File: config.mk
export PLATFORM = sky130hd
export DESIGN_NAME = cordic_rotate_vector
export DESIGN_NICKNAME = d
export VERILOG_FILES = /design/src/hw/rtl/crv_pkg.sv /design/src/hw/rtl/crv_rot_stage.sv /design/src/hw/rtl/cordic_rotate_vector.sv
export SDC_FILE = /design/constraint.sdc
export NUM_CORES = 2
export LEC_CHECK = 0
export BUFFER_PORTS_ARGS = -buffer_cell sky130_fd_sc_hd__buf_2
export CORE_AREA = 4 4 363 365
export DETAILED_ROUTE_END_ITERATION = 6
export DIE_AREA = 0 0 367 369
export GPL_TIMING_DRIVEN = 0
export PLACE_DENSITY_LB_ADDON = 0.15
export SLEW_MARGIN = 10
export SYNTH_ARGS = -nofsm -noshare
export SYNTH_HDL_FRONTEND = slang
export SYNTH_HIERARCHICAL = 1
export SYNTH_SLANG_ARGS = --single-unit
File: constraint.sdc
create_clock -name clk_i -period 6.4 [get_ports clk_i]
set_input_delay 0.64 -clock clk_i [delete_from_list [all_inputs] [get_ports clk_i]]
set_output_delay 0.64 -clock clk_i [all_outputs]
set_load 0.02 [all_outputs]
File: src/hw/rtl/crv_pkg.sv
// Shared types, CORDIC constant tables and helper functions for the rotate/vector unit.
package crv_pkg;

  typedef enum logic {
    FUNC_ROTATE = 1'b0,
    FUNC_VECTOR = 1'b1
  } func_e;

  // Final angle correction applied in vectoring mode, chosen from the input signs.
  typedef enum logic [1:0] {
    QD_DIRECT,
    QD_HALF_MINUS,
    QD_HALF_PLUS,
    QD_FULL_MINUS
  } quad_e;

  typedef struct packed {
    logic               func;
    logic signed [15:0] angle;
    logic signed [15:0] x_value;
    logic signed [15:0] y_value;
  } in_word_t;

  typedef struct packed {
    logic signed [15:0] result_x;
    logic signed [15:0] result_y;
  } out_word_t;

  // Control that travels alongside the datapath through every stage.
  typedef struct packed {
    func_e func;
    logic  cos_neg;
    logic  sin_neg;
    quad_e quad;
  } side_t;

  localparam int unsigned ATAN_LEN = 24;

  // atan(2^-j) in Q30.
  localparam logic [63:0] ATAN_Q30 [ATAN_LEN] = '{
    64'd843314857, 64'd497837829, 64'd263043837, 64'd133525159,
    64'd67021687,  64'd33543516,  64'd16775851,  64'd8388437,
    64'd4194283,   64'd2097149,   64'd1048576,   64'd524288,
    64'd262144,    64'd131072,    64'd65536,     64'd32768,
    64'd16384,     64'd8192,      64'd4096,      64'd2048,
    64'd1024,      64'd512,       64'd256,       64'd128
  };

  // pi/2, pi, 3pi/2 and 2pi in Q30.
  localparam logic [63:0] QUAR_Q30 = 64'd1686629713;
  localparam logic [63:0] HALF_Q30 = 64'd3373259426;
  localparam logic [63:0] THQU_Q30 = 64'd5059889139;
  localparam logic [63:0] FULL_Q30 = 64'd6746518852;

  // The gain compensation is a 13-term shift-add; a set bit k subtracts d >>> k.
  localparam int unsigned SCALE_TERMS = 13;
  localparam logic [SCALE_TERMS-1:0] SCALE_SUB = 13'h049A;

  // Round a Q30 constant half-up to the given number of fraction bits.
  function automatic logic [63:0] from_q30(logic [63:0] q, int unsigned frac);
    return (q + (64'd1 << (29 - frac))) >> (30 - frac);
  endfunction

endpackage

File: src/hw/rtl/crv_rot_stage.sv
// One registered CORDIC micro-rotation stage with a fixed shift and table angle.
module crv_rot_stage #(
  parameter int unsigned           WIDTH = 16,
  parameter int unsigned           SHIFT = 0,
  parameter logic [WIDTH-1:0]      PHASE = '0
) (
  input  logic                     clk_i,
  input  logic                     rst_ni,
  input  logic                     valid_i,
  input  crv_pkg::side_t           side_i,
  input  logic signed [WIDTH-1:0]  x_i,
  input  logic signed [WIDTH-1:0]  y_i,
  input  logic signed [WIDTH-1:0]  z_i,
  output logic                     valid_o,
  output crv_pkg::side_t           side_o,
  output logic signed [WIDTH-1:0]  x_o,
  output logic signed [WIDTH-1:0]  y_o,
  output logic signed [WIDTH-1:0]  z_o
);

  logic                    valid_q;
  crv_pkg::side_t          side_q;
  logic signed [WIDTH-1:0] x_q, y_q, z_q;
  logic signed [WIDTH-1:0] x_d, y_d, z_d;
  logic signed [WIDTH-1:0] xs, ys;
  logic                    pos_dir;

  assign xs = x_i >>> SHIFT;
  assign ys = y_i >>> SHIFT;

  // Vectoring drives y toward zero, rotation drives the residual angle toward zero.
  assign pos_dir = (side_i.func == crv_pkg::FUNC_VECTOR) ? y_i[WIDTH-1] : ~z_i[WIDTH-1];

  always_comb begin
    if (pos_dir) begin
      x_d = x_i - ys;
      y_d = y_i + xs;
      z_d = z_i - PHASE;
    end else begin
      x_d = x_i + ys;
      y_d = y_i - xs;
      z_d = z_i + PHASE;
    end
  end

  always_ff @(posedge clk_i or negedge rst_ni) begin
    if (!rst_ni) begin
      valid_q <= 1'b0;
    end else begin
      valid_q <= valid_i;
    end
  end

  always_ff @(posedge clk_i) begin
    side_q <= side_i;
    x_q    <= x_d;
    y_q    <= y_d;
    z_q    <= z_d;
  end

  assign valid_o = valid_q;
  assign side_o  = side_q;
  assign x_o     = x_q;
  assign y_o     = y_q;
  assign z_o     = z_q;

endmodule

File: src/hw/rtl/cordic_rotate_vector.sv
// Pipelined CORDIC unit for rotation (sin/cos) and vectoring (magnitude/angle).
//
//   channel   handshake          payload              direction
//   job       start / busy       job_i  (in_word_t)   in
//   result    done_o strobe      result_o (out_word_t) out
//
// A word is taken on every cycle that start is high; busy never rises.
// Each word passes through one fold stage, one stage per micro-rotation,
// thirteen gain compensation stages and the output stage.
// Throughput is one word per cycle.
// Reset clears the valid bits only; the receiver cannot stall, so nothing is held.
module cordic_rotate_vector #(
  parameter int unsigned WIDTH      = 16,
  parameter int unsigned FRAC_BITS  = 12,
  parameter int unsigned ITERATIONS = 12
) (
  input  logic               clk_i,
  input  logic               rst_ni,
  input  logic               start,
  output logic               busy,
  input  crv_pkg::in_word_t  job_i,
  output logic               done_o,
  output crv_pkg::out_word_t result_o
);

  localparam int unsigned NSC = crv_pkg::SCALE_TERMS;

  localparam logic [63:0] QUAR_L = crv_pkg::from_q30(crv_pkg::QUAR_Q30, FRAC_BITS);
  localparam logic [63:0] HALF_L = crv_pkg::from_q30(crv_pkg::HALF_Q30, FRAC_BITS);
  localparam logic [63:0] THQU_L = crv_pkg::from_q30(crv_pkg::THQU_Q30, FRAC_BITS);
  localparam logic [63:0] FULL_L = crv_pkg::from_q30(crv_pkg::FULL_Q30, FRAC_BITS);
  localparam logic signed [WIDTH-1:0] QUAR = QUAR_L[WIDTH-1:0];
  localparam logic signed [WIDTH-1:0] HALF = HALF_L[WIDTH-1:0];
  localparam logic signed [WIDTH-1:0] THQU = THQU_L[WIDTH-1:0];
  localparam logic signed [WIDTH-1:0] FULL = FULL_L[WIDTH-1:0];

  assign busy = 1'b0;

  // ---------------- Input fold stage ----------------
  logic signed [31:0]      ang32, x32, y32;
  logic signed [WIDTH-1:0] ang_w, x_w, y_w;
  logic signed [WIDTH-1:0] rot_th, x_abs, y_abs;
  logic                    cos_neg, sin_neg;
  crv_pkg::quad_e          quad;

  logic                    s0_valid_q;
  crv_pkg::side_t          s0_side_q, s0_side_d;
  logic signed [WIDTH-1:0] s0_x_q, s0_y_q, s0_z_q;
  logic signed [WIDTH-1:0] s0_x_d, s0_y_d, s0_z_d;

  assign ang32 = 32'(job_i.angle);
  assign x32   = 32'(job_i.x_value);
  assign y32   = 32'(job_i.y_value);
  assign ang_w = ang32[WIDTH-1:0];
  assign x_w   = x32[WIDTH-1:0];
  assign y_w   = y32[WIDTH-1:0];

  // Quadrant fold for rotation; the cosine and sine signs are restored at the end.
  always_comb begin
    rot_th  = ang_w;
    cos_neg = 1'b0;
    sin_neg = 1'b0;
    if (ang_w >= QUAR && ang_w < HALF) begin
      rot_th  = HALF - ang_w;
      cos_neg = 1'b1;
    end else if (ang_w >= HALF && ang_w < THQU) begin
      rot_th  = ang_w - HALF;
      cos_neg = 1'b1;
      sin_neg = 1'b1;
    end else if (ang_w >= THQU && ang_w <= FULL) begin
      rot_th  = FULL - ang_w;
      sin_neg = 1'b1;
    end
  end

  assign x_abs = x_w[WIDTH-1] ? -x_w : x_w;
  assign y_abs = y_w[WIDTH-1] ? -y_w : y_w;

  always_comb begin
    if (x_w[WIDTH-1] && !y_w[WIDTH-1]) begin
      quad = crv_pkg::QD_HALF_MINUS;
    end else if ((x_w[WIDTH-1] || x_w == '0) && y_w[WIDTH-1]) begin
      quad = crv_pkg::QD_HALF_PLUS;
    end else if (!x_w[WIDTH-1] && x_w != '0 && y_w[WIDTH-1]) begin
      quad = crv_pkg::QD_FULL_MINUS;
    end else begin
      quad = crv_pkg::QD_DIRECT;
    end
  end

  always_comb begin
    if (job_i.func == crv_pkg::FUNC_VECTOR) begin
      s0_side_d.func    = crv_pkg::FUNC_VECTOR;
      s0_side_d.cos_neg = 1'b0;
      s0_side_d.sin_neg = 1'b0;
      s0_side_d.quad    = quad;
      s0_x_d            = x_abs;
      s0_y_d            = y_abs;
      s0_z_d            = '0;
    end else begin
      s0_side_d.func    = crv_pkg::FUNC_ROTATE;
      s0_side_d.cos_neg = cos_neg;
      s0_side_d.sin_neg = sin_neg;
      s0_side_d.quad    = crv_pkg::QD_DIRECT;
      s0_x_d            = x_w;
      s0_y_d            = y_w;
      s0_z_d            = rot_th;
    end
  end

  always_ff @(posedge clk_i or negedge rst_ni) begin
    if (!rst_ni) begin
      s0_valid_q <= 1'b0;
    end else begin
      s0_valid_q <= start & ~busy;
    end
  end

  always_ff @(posedge clk_i) begin
    s0_side_q <= s0_side_d;
    s0_x_q    <= s0_x_d;
    s0_y_q    <= s0_y_d;
    s0_z_q    <= s0_z_d;
  end

  // ---------------- Micro-rotation stages ----------------
  logic                    rv_valid [0:ITERATIONS];
  crv_pkg::side_t          rv_side  [0:ITERATIONS];
  logic signed [WIDTH-1:0] rv_x     [0:ITERATIONS];
  logic signed [WIDTH-1:0] rv_y     [0:ITERATIONS];
  logic signed [WIDTH-1:0] rv_z     [0:ITERATIONS];

  assign rv_valid[0] = s0_valid_q;
  assign rv_side[0]  = s0_side_q;
  assign rv_x[0]     = s0_x_q;
  assign rv_y[0]     = s0_y_q;
  assign rv_z[0]     = s0_z_q;

  for (genvar j = 0; j < ITERATIONS; j++) begin : g_rot
    localparam logic [63:0] PH64 = crv_pkg::from_q30(crv_pkg::ATAN_Q30[j], FRAC_BITS);

    crv_rot_stage #(
      .WIDTH (WIDTH),
      .SHIFT (j),
      .PHASE (PH64[WIDTH-1:0])
    ) u_stage (
      .clk_i   (clk_i),
      .rst_ni  (rst_ni),
      .valid_i (rv_valid[j]),
      .side_i  (rv_side[j]),
      .x_i     (rv_x[j]),
      .y_i     (rv_y[j]),
      .z_i     (rv_z[j]),
      .valid_o (rv_valid[j+1]),
      .side_o  (rv_side[j+1]),
      .x_o     (rv_x[j+1]),
      .y_o     (rv_y[j+1]),
      .z_o     (rv_z[j+1])
    );
  end

  // ---------------- Gain compensation stages ----------------
  logic                    sc_valid [0:NSC];
  crv_pkg::side_t          sc_side  [0:NSC];
  logic signed [WIDTH-1:0] sc_dx    [0:NSC];
  logic signed [WIDTH-1:0] sc_dy    [0:NSC];
  logic signed [WIDTH-1:0] sc_ax    [0:NSC];
  logic signed [WIDTH-1:0] sc_ay    [0:NSC];
  logic signed [WIDTH-1:0] sc_th    [0:NSC];

  assign sc_valid[0] = rv_valid[ITERATIONS];
  assign sc_side[0]  = rv_side[ITERATIONS];
  assign sc_dx[0]    = rv_x[ITERATIONS];
  assign sc_dy[0]    = rv_y[ITERATIONS];
  assign sc_ax[0]    = '0;
  assign sc_ay[0]    = '0;
  assign sc_th[0]    = rv_z[ITERATIONS];

  for (genvar k = 0; k < NSC; k++) begin : g_scale
    localparam logic SUB = crv_pkg::SCALE_SUB[k];

    logic                    vld_q;
    crv_pkg::side_t          side_q;
    logic signed [WIDTH-1:0] dx_q, dy_q, ax_q, ay_q, th_q;
    logic signed [WIDTH-1:0] ax_d, ay_d, tx, ty;

    assign tx   = sc_dx[k] >>> k;
    assign ty   = sc_dy[k] >>> k;
    assign ax_d = SUB ? sc_ax[k] - tx : sc_ax[k] + tx;
    assign ay_d = SUB ? sc_ay[k] - ty : sc_ay[k] + ty;

    always_ff @(posedge clk_i or negedge rst_ni) begin
      if (!rst_ni) begin
        vld_q <= 1'b0;
      end else begin
        vld_q <= sc_valid[k];
      end
    end

    always_ff @(posedge clk_i) begin
      side_q <= sc_side[k];
      dx_q   <= sc_dx[k];
      dy_q   <= sc_dy[k];
      ax_q   <= ax_d;
      ay_q   <= ay_d;
      th_q   <= sc_th[k];
    end

    assign sc_valid[k+1] = vld_q;
    assign sc_side[k+1]  = side_q;
    assign sc_dx[k+1]    = dx_q;
    assign sc_dy[k+1]    = dy_q;
    assign sc_ax[k+1]    = ax_q;
    assign sc_ay[k+1]    = ay_q;
    assign sc_th[k+1]    = th_q;
  end

  // ---------------- Sign restore and output register ----------------
  crv_pkg::side_t          fin_side;
  logic signed [WIDTH-1:0] fin_ax, fin_ay, fin_th;
  logic signed [WIDTH-1:0] rx_w, ry_w, vec_ang;
  logic signed [31:0]      rx32, ry32;
  logic                    done_q;
  crv_pkg::out_word_t      result_q, result_d;

  assign fin_side = sc_side[NSC];
  assign fin_ax   = sc_ax[NSC];
  assign fin_ay   = sc_ay[NSC];
  assign fin_th   = sc_th[NSC];

  always_comb begin
    case (fin_side.quad)
      crv_pkg::QD_HALF_MINUS: vec_ang = HALF - fin_th;
      crv_pkg::QD_HALF_PLUS:  vec_ang = HALF + fin_th;
      crv_pkg::QD_FULL_MINUS: vec_ang = FULL - fin_th;
      default:                vec_ang = fin_th;
    endcase
  end

  assign rx_w = fin_side.cos_neg ? -fin_ax : fin_ax;

  always_comb begin
    if (fin_side.func == crv_pkg::FUNC_VECTOR) begin
      ry_w = vec_ang;
    end else if (fin_side.sin_neg) begin
      ry_w = -fin_ay;
    end else begin
      ry_w = fin_ay;
    end
  end

  assign rx32              = 32'(rx_w);
  assign ry32              = 32'(ry_w);
  assign result_d.result_x = rx32[15:0];
  assign result_d.result_y = ry32[15:0];

  always_ff @(posedge clk_i or negedge rst_ni) begin
    if (!rst_ni) begin
      done_q <= 1'b0;
    end else begin
      done_q <= sc_valid[NSC];
    end
  end

  always_ff @(posedge clk_i) begin
    result_q <= result_d;
  end

  assign done_o   = done_q;
  assign result_o = result_q;

endmodule
==> results.md <==
* Status: complete, no violations
* Yosys top cell by area: dfxtp_1
* Worst-Margin Slew at 1000 ps
* # fillers at 9862
* Hold Path End: s0_x_q[7]
* Setup Fix Bufs, Post-CTS at 0
* Syn Nets at 9761
* CTS Hold Bufs at 7
* Max-cap violations at 0
* CTS tree: built
* Arr. time, crit path at 4920 ps
* # clock sinks at 1634
* Yosys synthesis warning count at 6
* Reg2Reg Launch Point: s0_y_q[15]
* Placer Congestion at 0.915
* Unrepaired setup endpoints after global routing: false
* Largest cells by area after synthesis: dfxtp_1 (39%), ha_1 (14%), xnor2_1 (7.3%)
* Final Skew at 38.9 ps
* Final Slew Violations at 0
* R2r setup slk at 2130 ps
* Layout cells sized above 1 at 0.0635
* Yosys top cell area share at 0.388
* CTS H-tree lvls at 4
* Sequential-to-total area share from yosys stat at 0.396
* Initial Utilization at 0.643
* Post-route setup TNS at 0 ps
* Worst hold path startpoint: job_i[23]
* Endpoints failing hold at 0
* Hold_ws at 72.4 ps
* CP max-delay cell: buf_2
* Die ar. at 0.135 sq mm
* Worst Setup End Kind: flop
* Worst-path maximum fanout at 18
* Clock Path Buffers at 3
* Nets at 10000
* CP Cell Sequence: nor2b_1, or2_1, inv_2, buf_2, buf_2, buf_2, ha_1, a41o_1, a31oi_1, o31ai_2, and3b_1, a221o_1, nor4_1, nor3_2
* HPWL after DPL at 139000 um
* Fmax at 234 MHz
* Vias in the first global route at 60600
* Synth Cell Area at 0.0829 sq mm
* Drt drc at 0
* Antenna Nets Post-Route at 0
* Cells after Synth at 8698
* Mean post-synth cell area at 9.53 sq um
* HP Class: in2reg
* Area Growth Syn to Fin at 10.3%
* Core area at 0.129 sq mm
* IO buf count at 82
* Main synth FF type: dfxtp_1
* Via density at 5.79
* Synth cell types at 139
* CP dominant cell by count: buf_2
* Slowest stage delay, CP at 480 ps
* Max_slew headroom at 0.330
* FFs w/ async S/R, synth at 0.0165
* Routed WL at 183000 um
* Number of cells traversed by the worst hold path at 2
* CTS Buf Count at 164
* Worst-skew pair later-pin latency at 800 ps
* Routed via count at 62300
* Crit start category: flop
* Grt total ovfl at 0
* Wire length per cell at 17.0 um
* Die width at 367 um
* Top post-synthesis cells by count: dfxtp_1 (1607), ha_1 (951), a21oi_1 (756), xnor2_1 (688), nor2_1 (598)
* FF+latch count, synth at 1634
* # rows at 132
* Critical path type: reg2reg
* R2R Path End: g_rot[0].u_stage/z_o[15]
* Root Driver: clkbuf_16
* Clk slew on worst S/H paths at 60 ps
* Number of detailed-route iterations in the first pass at 6
* # resized after CTS at 0
* # diodes at 0
* Most frequent cell after synthesis: dfxtp_1
* Starting DRT DRC Count at 3750
* Largest net degree at the start of global routing at 28
* I/O Pins at 86
* Gr usage total at 0.263
* Worst EP required at 7050 ps
* Setup violators final at 0
* First-pass GRT wire length at 300000 um
* Final Cycle Share at 0.668
* Post-synth EDFFs at 0
* Initial antenna violation count at 6
* R2R depth at 14
* Die height at 369 um
* Tmin final at 4270 ps
-- worst max-delay path by stage --
stage                            from                       end  slack (ps)  depth (start not counted)
after detailed placement   s0_y_q[15]  g_rot[0].u_stage/z_o[15]        2160                         14
after global placement     s0_y_q[15]  g_rot[0].u_stage/z_o[15]        2170                         14
after floorplan           rv_side[64]  g_rot[0].u_stage/z_o[15]        3020                         14
final                      s0_y_q[15]  g_rot[0].u_stage/z_o[15]        2130                         14
after global routing       s0_y_q[15]  g_rot[0].u_stage/z_o[15]        1840                         14
after CTS                  s0_y_q[15]  g_rot[0].u_stage/z_o[15]        2130                         14
-- layer usage --
| layer | GRT usage | part of all wire | vias up |
|---|---|---|---|
| met4 | 0.0871 | 0.029 | 2 |
| met1 | 0.343 | 0.46 | 29200 |
| met3 | 0.0356 | 0.042 | 337 |
| met5 | 0 | 0.000049 | - |
| li1 | - | - | 31500 |
| met2 | 0.450 | 0.47 | 1346 |
-- through the flow --
stage / util / setup slack, ps / cells / area [sq um]
6_report: 0.709 / 2130 / 10800 / 91400
5_1_grt: 0.709 / 1840 / 10800 / 91400
4_1_cts: 0.709 / 2130 / 10800 / 91400
3_5_place_dp: 0.663 / 2160 / 10500 / 85400
3_3_place_gp: 0.663 / 2170 / 10500 / 85400
2_1_floorplan: - / 3020 / 8698 / 82900
-- sequential cells by signal (all words and copies together) (netlist names), 99 cells and up --
name,flops
g_scale.dy_q,99
g_scale.dx_q,99
g_scale.ay_q,192
g_rot.u_stage/x_o,191
g_scale.th_q,192
g_rot.u_stage/y_o,192
g_scale.ax_q,192
g_rot.u_stage/z_o,192
-- placed cells by master, fill, tap and decap left out, drive strengths merged, types with 38 or more instances in the layout --
cell type  instances
xor2             276
a21o             240
nand2            520
nor3             153
dfxtp           1607
and3              65
inv              542
o21bai            59
clkbuf           286
nand2b            77
buf              127
o31ai             74
a211oi           125
a21oi            763
o31a              41
fa                60
ha               951
or2               38
o21a             146
or3               43
nor4              66
nand3            125
o211ai            81
a31oi             75
nor2b            143
o21ai            447
xnor2            689
nor2             598
-- critical path, delay by kind of cell (launching register included) --
family / cells / cell delay [ps]
adders and majority gates: 1 / 390
DFF: 1 / 470
AOI/OAI and AO/OA: 4 / 1070
buffers and inverters: 4 / 1160
and+or+nand+nor: 5 / 1030
-- kinds of logic after synthesis --
kind of cell | Yosys count | synth area share
compound gates | 2417 | 0.192
simple gates | 1982 | 0.116
other cells | 1 | 0.0000452
xor+xnor | 965 | 0.102
fa+ha+maj | 1012 | 0.158
mux | 38 | 0.00486
buf+inv | 649 | 0.0304
flops | 1634 | 0.396
-- area by class of cell --
type                    count  area [sq um]  area share
well taps                1675          2100      0.0229
clock inverters            81          1310      0.0143
flip-flops and latches   1634         32800       0.359
plain buffers             115           517     0.00565
repair buffers             89           480     0.00526
multi-input cells        6415         47500       0.520
inverters                 534          2010      0.0220
clock buffers             216          4610      0.0505
Power is not shown: default switching activity piles up to over one toggle a cycle in this logic, so the estimate is an artifact.
